===== config.mk =====
export PLATFORM = sky130hd
export DESIGN_NAME = trapezoid_light_envelope
export DESIGN_NICKNAME = d
export VERILOG_FILES = /design/src/rtl/core/tle_pkg.sv /design/src/rtl/core/tle_cfg.sv /design/src/rtl/core/tle_ramp.sv /design/src/rtl/core/trapezoid_light_envelope.sv
export VERILOG_INCLUDE_DIRS = /design/src /design/src/rtl/core
export SDC_FILE = /design/constraint.sdc
export NUM_CORES = 2
export LEC_CHECK = 0
export ABC_CLOCK_PERIOD_IN_PS = 14500
export BUFFER_PORTS_ARGS = -buffer_cell sky130_fd_sc_hd__clkbuf_2
export CORE_MARGIN = 3
export CORE_UTILIZATION = 55
export DETAILED_ROUTE_END_ITERATION = 10
export GPL_ROUTABILITY_DRIVEN = 0
export PLACE_DENSITY = 0.68
export SETUP_SLACK_MARGIN = 0.4
export SYNTH_ARGS = -nofsm -noshare
export SYNTH_HDL_FRONTEND = slang
export SYNTH_SLANG_ARGS = --single-unit

===== constraint.sdc =====
create_clock -name clk -period 14.5 [get_ports clk]
set_input_delay 0.725 -clock clk [delete_from_list [all_inputs] [get_ports clk]]
set_output_delay 0.725 -clock clk [all_outputs]
set_load 0.01 [all_outputs]

===== src/rtl/core/assert_macros.svh =====
// Assertion macros shared by the envelope RTL.
`ifndef ASSERT_MACROS_SVH
`define ASSERT_MACROS_SVH

`ifndef NO_ASSERTIONS
// Clocked check, masked while reset is asserted.
`define TLE_ASSERT(lbl, prop, msg) \
	lbl: assert property (@(posedge clk) disable iff (!arst_n) prop) else $error(msg);
// Clocked check that also holds during reset.
`define TLE_ASSERT_ANY(lbl, prop, msg) \
	lbl: assert property (@(posedge clk) prop) else $error(msg);
`else
`define TLE_ASSERT(lbl, prop, msg)
`define TLE_ASSERT_ANY(lbl, prop, msg)
`endif

`endif


===== src/rtl/core/tle_pkg.sv =====
// Shared types and constants for the trapezoid light envelope.
`default_nettype none
package tle_pkg;

	localparam int unsigned CFG_IDX_W = 3;
	localparam int unsigned CFG_DATA_W = 24;
	localparam int unsigned LEVEL_W = 16;
	localparam int unsigned TIME_W = 24;
	localparam int unsigned STAMP_W = 32;

	localparam logic [CFG_IDX_W-1:0] CFG_MODE       = 3'd0;
	localparam logic [CFG_IDX_W-1:0] CFG_LEVEL_LOW  = 3'd1;
	localparam logic [CFG_IDX_W-1:0] CFG_LEVEL_HIGH = 3'd2;
	localparam logic [CFG_IDX_W-1:0] CFG_DELAY      = 3'd3;
	localparam logic [CFG_IDX_W-1:0] CFG_RISE       = 3'd4;
	localparam logic [CFG_IDX_W-1:0] CFG_HOLD       = 3'd5;
	localparam logic [CFG_IDX_W-1:0] CFG_FALL       = 3'd6;
	localparam logic [CFG_IDX_W-1:0] CFG_PERIOD     = 3'd7;

	localparam logic [2:0] MODE_CONST    = 3'd0;
	localparam logic [2:0] MODE_ONE_WAY  = 3'd1;
	localparam logic [2:0] MODE_ONE_TIME = 3'd2;
	localparam logic [2:0] MODE_LOOP_NOW = 3'd3;
	localparam logic [2:0] MODE_LOOP_PER = 3'd4;

	localparam logic [1:0] PH_DELAY = 2'd0;
	localparam logic [1:0] PH_RISE  = 2'd1;
	localparam logic [1:0] PH_HOLD  = 2'd2;
	localparam logic [1:0] PH_FALL  = 2'd3;

	typedef struct packed {
		logic [2:0]         mode;
		logic [LEVEL_W-1:0] level_low;
		logic [LEVEL_W-1:0] level_high;
		logic [TIME_W-1:0]  delay_time;
		logic [TIME_W-1:0]  rise_time;
		logic [TIME_W-1:0]  hold_time;
		logic [TIME_W-1:0]  fall_time;
		logic [TIME_W-1:0]  period;
	} cfg_t;

	typedef struct packed {
		logic               start;
		logic [LEVEL_W-1:0] mag;
		logic [TIME_W-1:0]  offset;
		logic [TIME_W-1:0]  span;
	} ramp_req_t;

	typedef enum logic [2:0] {
		S_IDLE,
		S_WRAP,
		S_PHASE,
		S_RAMP,
		S_DONE
	} seq_state_t;

	typedef enum logic [1:0] {
		R_IDLE,
		R_MUL,
		R_DIV
	} ramp_state_t;

endpackage
`default_nettype wire


===== src/rtl/core/tle_cfg.sv =====
// Configuration register bank for the envelope.
`default_nettype none
module tle_cfg (
	input  wire                              clk,
	input  wire                              arst_n,
	input  wire                              wr_en,
	input  wire  [tle_pkg::CFG_IDX_W-1:0]    wr_idx,
	input  wire  [tle_pkg::CFG_DATA_W-1:0]   wr_data,
	output tle_pkg::cfg_t                    cfg
);
	import tle_pkg::*;

	cfg_t cfg_q;

	always_ff @(posedge clk or negedge arst_n) begin
		if (!arst_n) begin
			cfg_q.mode       <= MODE_CONST;
			cfg_q.level_low  <= '0;
			cfg_q.level_high <= '1;
			cfg_q.delay_time <= '0;
			cfg_q.rise_time  <= '0;
			cfg_q.hold_time  <= '0;
			cfg_q.fall_time  <= '0;
			cfg_q.period     <= TIME_W'(1000);
		end else if (wr_en) begin
			unique case (wr_idx)
				CFG_MODE:       cfg_q.mode       <= wr_data[2:0];
				CFG_LEVEL_LOW:  cfg_q.level_low  <= wr_data[LEVEL_W-1:0];
				CFG_LEVEL_HIGH: cfg_q.level_high <= wr_data[LEVEL_W-1:0];
				CFG_DELAY:      cfg_q.delay_time <= wr_data[TIME_W-1:0];
				CFG_RISE:       cfg_q.rise_time  <= wr_data[TIME_W-1:0];
				CFG_HOLD:       cfg_q.hold_time  <= wr_data[TIME_W-1:0];
				CFG_FALL:       cfg_q.fall_time  <= wr_data[TIME_W-1:0];
				CFG_PERIOD:     cfg_q.period     <= wr_data[TIME_W-1:0];
				default:        ;
			endcase
		end
	end

	assign cfg = cfg_q;

endmodule
`default_nettype wire


===== src/rtl/core/tle_ramp.sv =====
// Ramp step unit: one multiply, then a 16-step restoring divide.
`default_nettype none
`include "assert_macros.svh"
module tle_ramp (
	input  wire                            clk,
	input  wire                            arst_n,
	input  tle_pkg::ramp_req_t             req,
	output logic                           done,
	output logic [tle_pkg::LEVEL_W-1:0]    quot
);
	import tle_pkg::*;

	localparam int unsigned PROD_W = LEVEL_W + TIME_W;
	localparam int unsigned CNT_W = $clog2(LEVEL_W);

	ramp_state_t state_q, state_d;
	logic [CNT_W-1:0]   cnt_q;
	logic               done_q;
	logic [LEVEL_W-1:0] mag_q;
	logic [TIME_W-1:0]  off_q;
	logic [TIME_W-1:0]  span_q;
	logic [TIME_W-1:0]  rem_q;
	logic [LEVEL_W-1:0] low_q;

	logic [PROD_W-1:0]  prod;
	logic [TIME_W:0]    trial;
	logic [TIME_W:0]    sub;
	logic               qbit;
	logic               last;

	assign prod  = {{TIME_W{1'b0}}, mag_q} * {{LEVEL_W{1'b0}}, off_q};
	assign trial = {rem_q, low_q[LEVEL_W-1]};
	assign sub   = trial - {1'b0, span_q};
	assign qbit  = ~sub[TIME_W];
	assign last  = (cnt_q == CNT_W'(LEVEL_W - 1));

	always_ff @(posedge clk or negedge arst_n) begin
		if (!arst_n) begin
			state_q <= R_IDLE;
			cnt_q   <= '0;
			done_q  <= 1'b0;
		end else begin
			state_q <= state_d;
			done_q  <= (state_q == R_DIV) && last;
			if (state_q == R_DIV) begin
				cnt_q <= cnt_q + 1'b1;
			end else begin
				cnt_q <= '0;
			end
		end
	end

	always_ff @(posedge clk) begin
		unique case (state_q)
			R_IDLE: begin
				if (req.start) begin
					mag_q  <= req.mag;
					off_q  <= req.offset;
					span_q <= req.span;
				end
			end
			R_MUL: begin
				rem_q <= prod[PROD_W-1:LEVEL_W];
				low_q <= prod[LEVEL_W-1:0];
			end
			R_DIV: begin
				rem_q <= qbit ? sub[TIME_W-1:0] : trial[TIME_W-1:0];
				low_q <= {low_q[LEVEL_W-2:0], qbit};
			end
			default: ;
		endcase
	end

	always_comb begin
		state_d = state_q;
		unique case (state_q)
			R_IDLE: if (req.start) state_d = R_MUL;
			R_MUL:  state_d = R_DIV;
			R_DIV:  if (last) state_d = R_IDLE;
			default: state_d = R_IDLE;
		endcase
	end

	assign done = done_q;
	assign quot = low_q;

	`TLE_ASSERT(a_rem_below_span, (state_q == R_DIV) |-> (rem_q < span_q), "remainder not below span")
	`TLE_ASSERT(a_done_after_div, done_q |-> $past(state_q == R_DIV), "done without divide")
	`TLE_ASSERT(a_start_when_idle, req.start |-> (state_q == R_IDLE), "start while busy")

endmodule
`default_nettype wire


===== src/rtl/core/trapezoid_light_envelope.sv =====
// Top level: sequencer, start time, output register of the light envelope.
//
//   channel  direction  handshake              payload
//   in       sink       in_valid / in_ready    now_time[31:0], restart
//   out      source     out_valid / out_ready  level[15:0]
//   cfg      sink       cfg_valid / cfg_ready  cfg_index[2:0], cfg_data[23:0]
//
// A transaction passes the loop wrap step, then, outside the flat modes and unless
// now_time lies before the start time, one to four phase compares on the shared adder,
// and on a ramp one multiply and 16 restoring-divide steps in the ramp unit.
// The output register lets a new transaction in while a level waits on out_ready;
// a finished level stalls in the sequencer only if that register is still full.
// Reset clears start time and config to defaults; cfg_ready is always high.
`default_nettype none
`include "assert_macros.svh"
module trapezoid_light_envelope (
	input  wire                               clk,
	input  wire                               arst_n,
	input  wire                               in_valid,
	output logic                              in_ready,
	input  wire  [tle_pkg::STAMP_W-1:0]       now_time,
	input  wire                               restart,
	output logic                              out_valid,
	input  wire                               out_ready,
	output logic [tle_pkg::LEVEL_W-1:0]       level,
	input  wire                               cfg_valid,
	output logic                              cfg_ready,
	input  wire  [tle_pkg::CFG_IDX_W-1:0]     cfg_index,
	input  wire  [tle_pkg::CFG_DATA_W-1:0]    cfg_data
);
	import tle_pkg::*;

	localparam int unsigned BND_W = TIME_W + 2;

	cfg_t      cfg;
	ramp_req_t ramp_req;
	logic      ramp_done;
	logic [LEVEL_W-1:0] ramp_quot;

	seq_state_t state_q, state_d;
	logic [STAMP_W-1:0] now_q;
	logic [STAMP_W-1:0] start_q;
	logic [STAMP_W-1:0] dt_q;
	logic [1:0]         ph_q;
	logic [BND_W-1:0]   bnd_q;
	logic [BND_W-1:0]   prev_q;
	logic               fall_q;
	logic [LEVEL_W-1:0] res_q;
	logic [LEVEL_W-1:0] from_q;
	logic               neg_q;
	logic               out_valid_q;
	logic [LEVEL_W-1:0] level_q;

	logic               in_acc;
	logic               out_load;
	logic [STAMP_W-1:0] start_sel;
	logic               flat_mode;
	logic               wrap;
	logic               lt;
	logic [TIME_W-1:0]  next_len;
	logic               ramp_go;
	logic [LEVEL_W-1:0] ramp_from;
	logic [LEVEL_W-1:0] ramp_to;
	logic               ramp_neg;

	tle_cfg u_cfg (
		.clk     (clk),
		.arst_n  (arst_n),
		.wr_en   (cfg_valid & cfg_ready),
		.wr_idx  (cfg_index),
		.wr_data (cfg_data),
		.cfg     (cfg)
	);

	tle_ramp u_ramp (
		.clk    (clk),
		.arst_n (arst_n),
		.req    (ramp_req),
		.done   (ramp_done),
		.quot   (ramp_quot)
	);

	assign cfg_ready = 1'b1;
	assign in_ready  = (state_q == S_IDLE);
	assign in_acc    = in_valid & in_ready;
	assign out_load  = (state_q == S_DONE) && (!out_valid_q || out_ready);
	assign start_sel = restart ? now_time : start_q;
	assign flat_mode = (cfg.mode == MODE_CONST) || (cfg.mode > MODE_LOOP_PER);
	assign wrap      = (cfg.mode != MODE_ONE_WAY) && ({8'd0, cfg.period} < dt_q);
	assign lt        = dt_q < {{(STAMP_W-BND_W){1'b0}}, bnd_q};

	always_comb begin
		unique case (ph_q)
			PH_DELAY: next_len = cfg.rise_time;
			PH_RISE:  next_len = cfg.hold_time;
			default:  next_len = cfg.fall_time;
		endcase
	end

	assign ramp_go = (state_q == S_PHASE) &&
		(((ph_q == PH_RISE) && lt) || ((ph_q == PH_FALL) && lt));
	assign ramp_from = (ph_q == PH_RISE) ? cfg.level_low : cfg.level_high;
	assign ramp_to   = (ph_q == PH_RISE) ? cfg.level_high : cfg.level_low;
	assign ramp_neg  = ramp_to < ramp_from;

	assign ramp_req.start  = ramp_go;
	assign ramp_req.mag    = ramp_neg ? (ramp_from - ramp_to) : (ramp_to - ramp_from);
	assign ramp_req.offset = dt_q[TIME_W-1:0] - prev_q[TIME_W-1:0];
	assign ramp_req.span   = (ph_q == PH_RISE) ? cfg.rise_time : cfg.fall_time;

	always_ff @(posedge clk or negedge arst_n) begin
		if (!arst_n) begin
			state_q     <= S_IDLE;
			start_q     <= '0;
			out_valid_q <= 1'b0;
		end else begin
			state_q <= state_d;
			if (in_acc) begin
				start_q <= start_sel;
			end else if ((state_q == S_WRAP) && !flat_mode && !dt_q[STAMP_W-1] && wrap) begin
				if (cfg.mode == MODE_LOOP_NOW) begin
					start_q <= now_q;
				end else if (cfg.mode == MODE_LOOP_PER) begin
					start_q <= start_q + {8'd0, cfg.period};
				end
			end
			if (out_load) begin
				out_valid_q <= 1'b1;
			end else if (out_ready) begin
				out_valid_q <= 1'b0;
			end
		end
	end

	always_ff @(posedge clk) begin
		if (out_load) begin
			level_q <= res_q;
		end
		unique case (state_q)
			S_IDLE: begin
				if (in_acc) begin
					now_q <= now_time;
					dt_q  <= now_time - start_sel;
				end
			end
			S_WRAP: begin
				fall_q <= (cfg.mode != MODE_ONE_WAY);
				ph_q   <= PH_DELAY;
				prev_q <= '0;
				bnd_q  <= {2'b00, cfg.delay_time};
				if (flat_mode) begin
					res_q <= cfg.level_low;
				end else if (dt_q[STAMP_W-1]) begin
					res_q <= '0;
				end else if (wrap) begin
					if (cfg.mode == MODE_LOOP_NOW) begin
						dt_q <= '0;
					end else if (cfg.mode == MODE_LOOP_PER) begin
						dt_q <= dt_q - {8'd0, cfg.period};
					end
				end
			end
			S_PHASE: begin
				from_q <= ramp_from;
				neg_q  <= ramp_neg;
				prev_q <= bnd_q;
				bnd_q  <= bnd_q + {2'b00, next_len};
				if (!lt) begin
					ph_q <= ph_q + 1'b1;
				end
				unique case (ph_q)
					PH_DELAY: res_q <= cfg.level_low;
					PH_HOLD:  res_q <= cfg.level_high;
					default:  res_q <= cfg.level_low;
				endcase
			end
			S_RAMP: begin
				if (ramp_done) begin
					res_q <= neg_q ? (from_q - ramp_quot) : (from_q + ramp_quot);
				end
			end
			default: ;
		endcase
	end

	always_comb begin
		state_d = state_q;
		unique case (state_q)
			S_IDLE: if (in_acc) state_d = S_WRAP;
			S_WRAP: begin
				if (flat_mode || dt_q[STAMP_W-1]) begin
					state_d = S_DONE;
				end else begin
					state_d = S_PHASE;
				end
			end
			S_PHASE: begin
				unique case (ph_q)
					PH_DELAY: if (lt) state_d = S_DONE;
					PH_RISE:  if (lt) state_d = S_RAMP;
					PH_HOLD:  if (lt || !fall_q) state_d = S_DONE;
					default:  state_d = lt ? S_RAMP : S_DONE;
				endcase
			end
			S_RAMP: if (ramp_done) state_d = S_DONE;
			S_DONE: if (out_load) state_d = S_IDLE;
			default: state_d = S_IDLE;
		endcase
	end

	assign out_valid = out_valid_q;
	assign level     = level_q;

	`TLE_ASSERT(a_accept_to_wrap, in_acc |=> (state_q == S_WRAP), "accept did not start sequence")
	`TLE_ASSERT(a_ramp_phase, (state_q == S_RAMP) |-> (ph_q == PH_RISE || ph_q == PH_FALL),
		"ramp outside a ramp phase")
	`TLE_ASSERT(a_done_in_ramp, ramp_done |-> (state_q == S_RAMP), "ramp result unexpected")
	`TLE_ASSERT(a_load_sets_valid, out_load |=> out_valid_q, "loaded level not shown")

endmodule
`default_nettype wire

==> flow_summary.json <==
{
  "worst-path-buf-inv": 3,
  "max_cap_viol_count": 0,
  "vdd_drop_max_v": 0.0001069,
  "yosysSeqAreaShare": 0.3063,
  "relSlewSlack": 0.2870,
  "cts_resized": 0,
  "area_growth_pct": 7.418,
  "first_pass_iters": 6,
  "synth.distinct_cells": 92,
  "pwr_density_cell_nw_per_um2": 90.93,
  "wl_per_cell_um": 20.95,
  "fp.dieH_um": 284.8,
  "cp-endpoint": "u_ramp.rem_q[23]",
  "die_w_um": 284.8,
  "start_util": 0.5590,
  "finalInstanceArea_um2": 45910,
  "grt_usage": 0.2862,
  "yosysWarnings": 0,
  "drive_gt1_frac": 0.1012,
  "setup_slack_ns": 7.054,
  "reg2reg_slack_ns": 7.05,
  "path_clk_slew_ns": 0.07,
  "ant_nets": 0,
  "synth_top_flop_cell": "edfxtp_1",
  "holdBufCountCts": 0,
  "grt_pass1_vias": 32427,
  "syn-num-nets": 5143,
  "timing.critical_path.from": "u_ramp.mag_q[1]",
  "dpl_worst_slack_ns": 7.116,
  "clock-skew-final_ns": 0.02031,
  "startpoint_type": "flop",
  "final-hold-violation-count": 0,
  "tns_ns": 0,
  "route.vias.total": 32995,
  "end_kind": "flop",
  "n_fill_cell": 6630,
  "rr_startpoint": "u_ramp.mag_q[1]",
  "timing.rr.end": "u_ramp.rem_q[23]",
  "cp_top_family": "adder cells",
  "max_clock_freq_ghz": 0.1343,
  "synth-edff-count": 270,
  "antenna_found_initial": 6,
  "port-buffer-count": 82,
  "critPathRequiredTime_ns": 14.93,
  "numClockSinks": 468,
  "cts_tree": "built",
  "hp-class": "in -> async",
  "h-tree-depth": 2,
  "cts_inserted_buffers": 53,
  "syn-instance-count": 4450,
  "final_util": 0.6005,
  "layout_commonest_cell": "inv_1",
  "crit_path_frequent_cell": "fa_1",
  "cp_data_arrival_time_ns": 7.88,
  "crit_cells": 21,
  "rows": 101,
  "drt-vias-per-instance": 5.970,
  "die-area_um2": 81090,
  "drt-total-wl_um": 115800,
  "rsz0062_at_grt": "false",
  "synth_area_um2": 42740,
  "p_leak_uw": 0.02053,
  "gr-total-overflow": 0,
  "report.final.slew_viol_count": 0,
  "setup_viol": 0,
  "synth_top_cell_area_share": 0.1897,
  "drtIter0Drc": 2956,
  "path_class": "reg -> reg",
  "dpl-instance-area_um2": 44120,
  "cp_cell_sequence": "nand2_1 -> fa_1 -> fa_1 -> inv_1 -> fa_1 -> fa_1 -> fa_1 -> inv_1 -> fa_1 -> inv_1 -> ha_1 -> a21oi_1 -> o21ai_0 -> nor3_2 -> a31oi_1 -> a211o_1 -> a311oi_2 -> o211ai_1 -> a21oi_1 -> o31ai_1 -> a221oi_1",
  "cts-root-buf": "clkbuf_16",
  "crit_fanout": 24,
  "critical_path.slowest_cell": "edfxtp_1",
  "grt_max_degree": 84,
  "final_cell_mix": "518 x inv_1, 513 x nand2_1, 313 x fa_1, 313 x ha_1, 270 x edfxtp_1",
  "outcome": "finished clean",
  "reg2reg_depth": 21,
  "yosys-top-cells-area": "edfxtp_1 19%, fa_1 15%, dfrtp_1 10%, ha_1 9.2%, mux2_2 5.0%",
  "worst_pin_slew_ns": 1.070,
  "cts_setup_buffers": 0,
  "drc": 0,
  "ys_ff_latch": 468,
  "ys_async_sr_fraction": 0.4231,
  "final_nets": 5144,
  "finalCritPeriodShare": 0.5135,
  "dp_hpwl_um": 87660,
  "coreArea_um2": 76450,
  "slowest_delay_ns": 0.90,
  "clock_latency_ns": 0.62,
  "grt_pass1_wl_um": 183900,
  "syn_area_per_cell_um2": 9.604,
  "synth_area_leader_cell": "edfxtp_1",
  "clockBufferDepth": 3,
  "ios": 84,
  "period_minus_slack_ns": 7.446
}
area by class of cell:
type	count	area, µm²	share of cell area
Clock buffer	83	1594	0.03472
Antenna cell	1	2.502	0.00005451
Sequential cell	468	13090	0.2851
Multi-Input combinational cell	3287	27080	0.5899
Timing Repair Buffer	119	696.9	0.01518
Clock inverter	17	192.7	0.004197
Tap cell	1030	1289	0.02807
Inverter	522	1962	0.04273
synth_stat cells (all sizes together), types with 52 or more instances:
cell	instances
inv	520
nand2	514
ha	315
fa	313
edfxtp	270
nor2	234
a21oi	206
o21ai	199
mux2	192
dfrtp	176
and2	175
clkbuf	163
xnor2	129
a21o	88
xor2	82
nor3	64
nand2b	59
nand3	57
mux2i	52
registers in the layout (all words and copies together) (netlist names), 2 cells and up:
name / cells
bnd_q: 26
dt_q: 32
from_q: 16
level: 16
now_q: 32
ph_q: 2
prev_q: 24
res_q: 16
start_q: 32
state_q: 3
u_cfg.cfg: 155
u_ramp.cnt_q: 4
u_ramp.mag_q: 16
u_ramp.off_q: 24
u_ramp.quot: 16
u_ramp.rem_q: 24
u_ramp.span_q: 24
u_ramp.state_q: 2
power by group:
group / total (µW) / switching, µW / leakage (µW) / internal (µW)
logic: 1130 / 672 / 0.0150 / 460
clock network: 1380 / 572 / 0.000871 / 811
registers: 1660 / 119 / 0.00470 / 1540
total: 4170 / 1360 / 0.0205 / 2810
metal layers:
| metal | GRT usage | part of all wire | vias to the layer above |
|---|---|---|---|
| li1 | - | - | 15353 |
| met1 | 0.4282 | 0.45 | 16269 |
| met2 | 0.4414 | 0.44 | 1200 |
| met5 | 0 | 0.00011 | - |
| met3 | 0.03581 | 0.078 | 171 |
| met4 | 0.07562 | 0.028 | 2 |
logic make-up (layout without fill, tap and decap cells):
kind of cell | Yosys count | in the layout | share of synthesized area
DFF | 468 | 468 | 0.3063
muxes | 244 | 244 | 0.06277
xor gates and xnor gates | 211 | 211 | 0.04324
adders and majority gates | 646 | 646 | 0.2430
buffers and inverters | 695 | 741 | 0.06168
other | 1 | 2 | 0.00008774
and+or+nand+nor | 1281 | 1281 | 0.1424
AOI/OAI and AO/OA | 904 | 904 | 0.1405
metrics by stage:
stage | total power [µW] | instances | hold WS [ns]
global route | 4349 | 5527 | 0.1934
finish | 4174 | 5527 | 0.1519
global placement | 2766 | 5426 | 0.4059
floorplan | 2433 | 4450 | 0.4003
detailed placement | 2780 | 5426 | 0.4063
CTS | 4162 | 5526 | 0.1745
how the worst min path moves through the flow:
stage,endpoint,startpoint,slack (ns)
finish,u_cfg.cfg[146],arst_n,0.15
global route,u_cfg.cfg[146],arst_n,0.19
CTS,u_cfg.cfg[146],arst_n,0.17
detailed placement,level[3],res_q[3],0.41
global placement,level[1],res_q[1],0.41
floorplan,level[0],res_q[0],0.40
(Power assumes the default switching activity.)
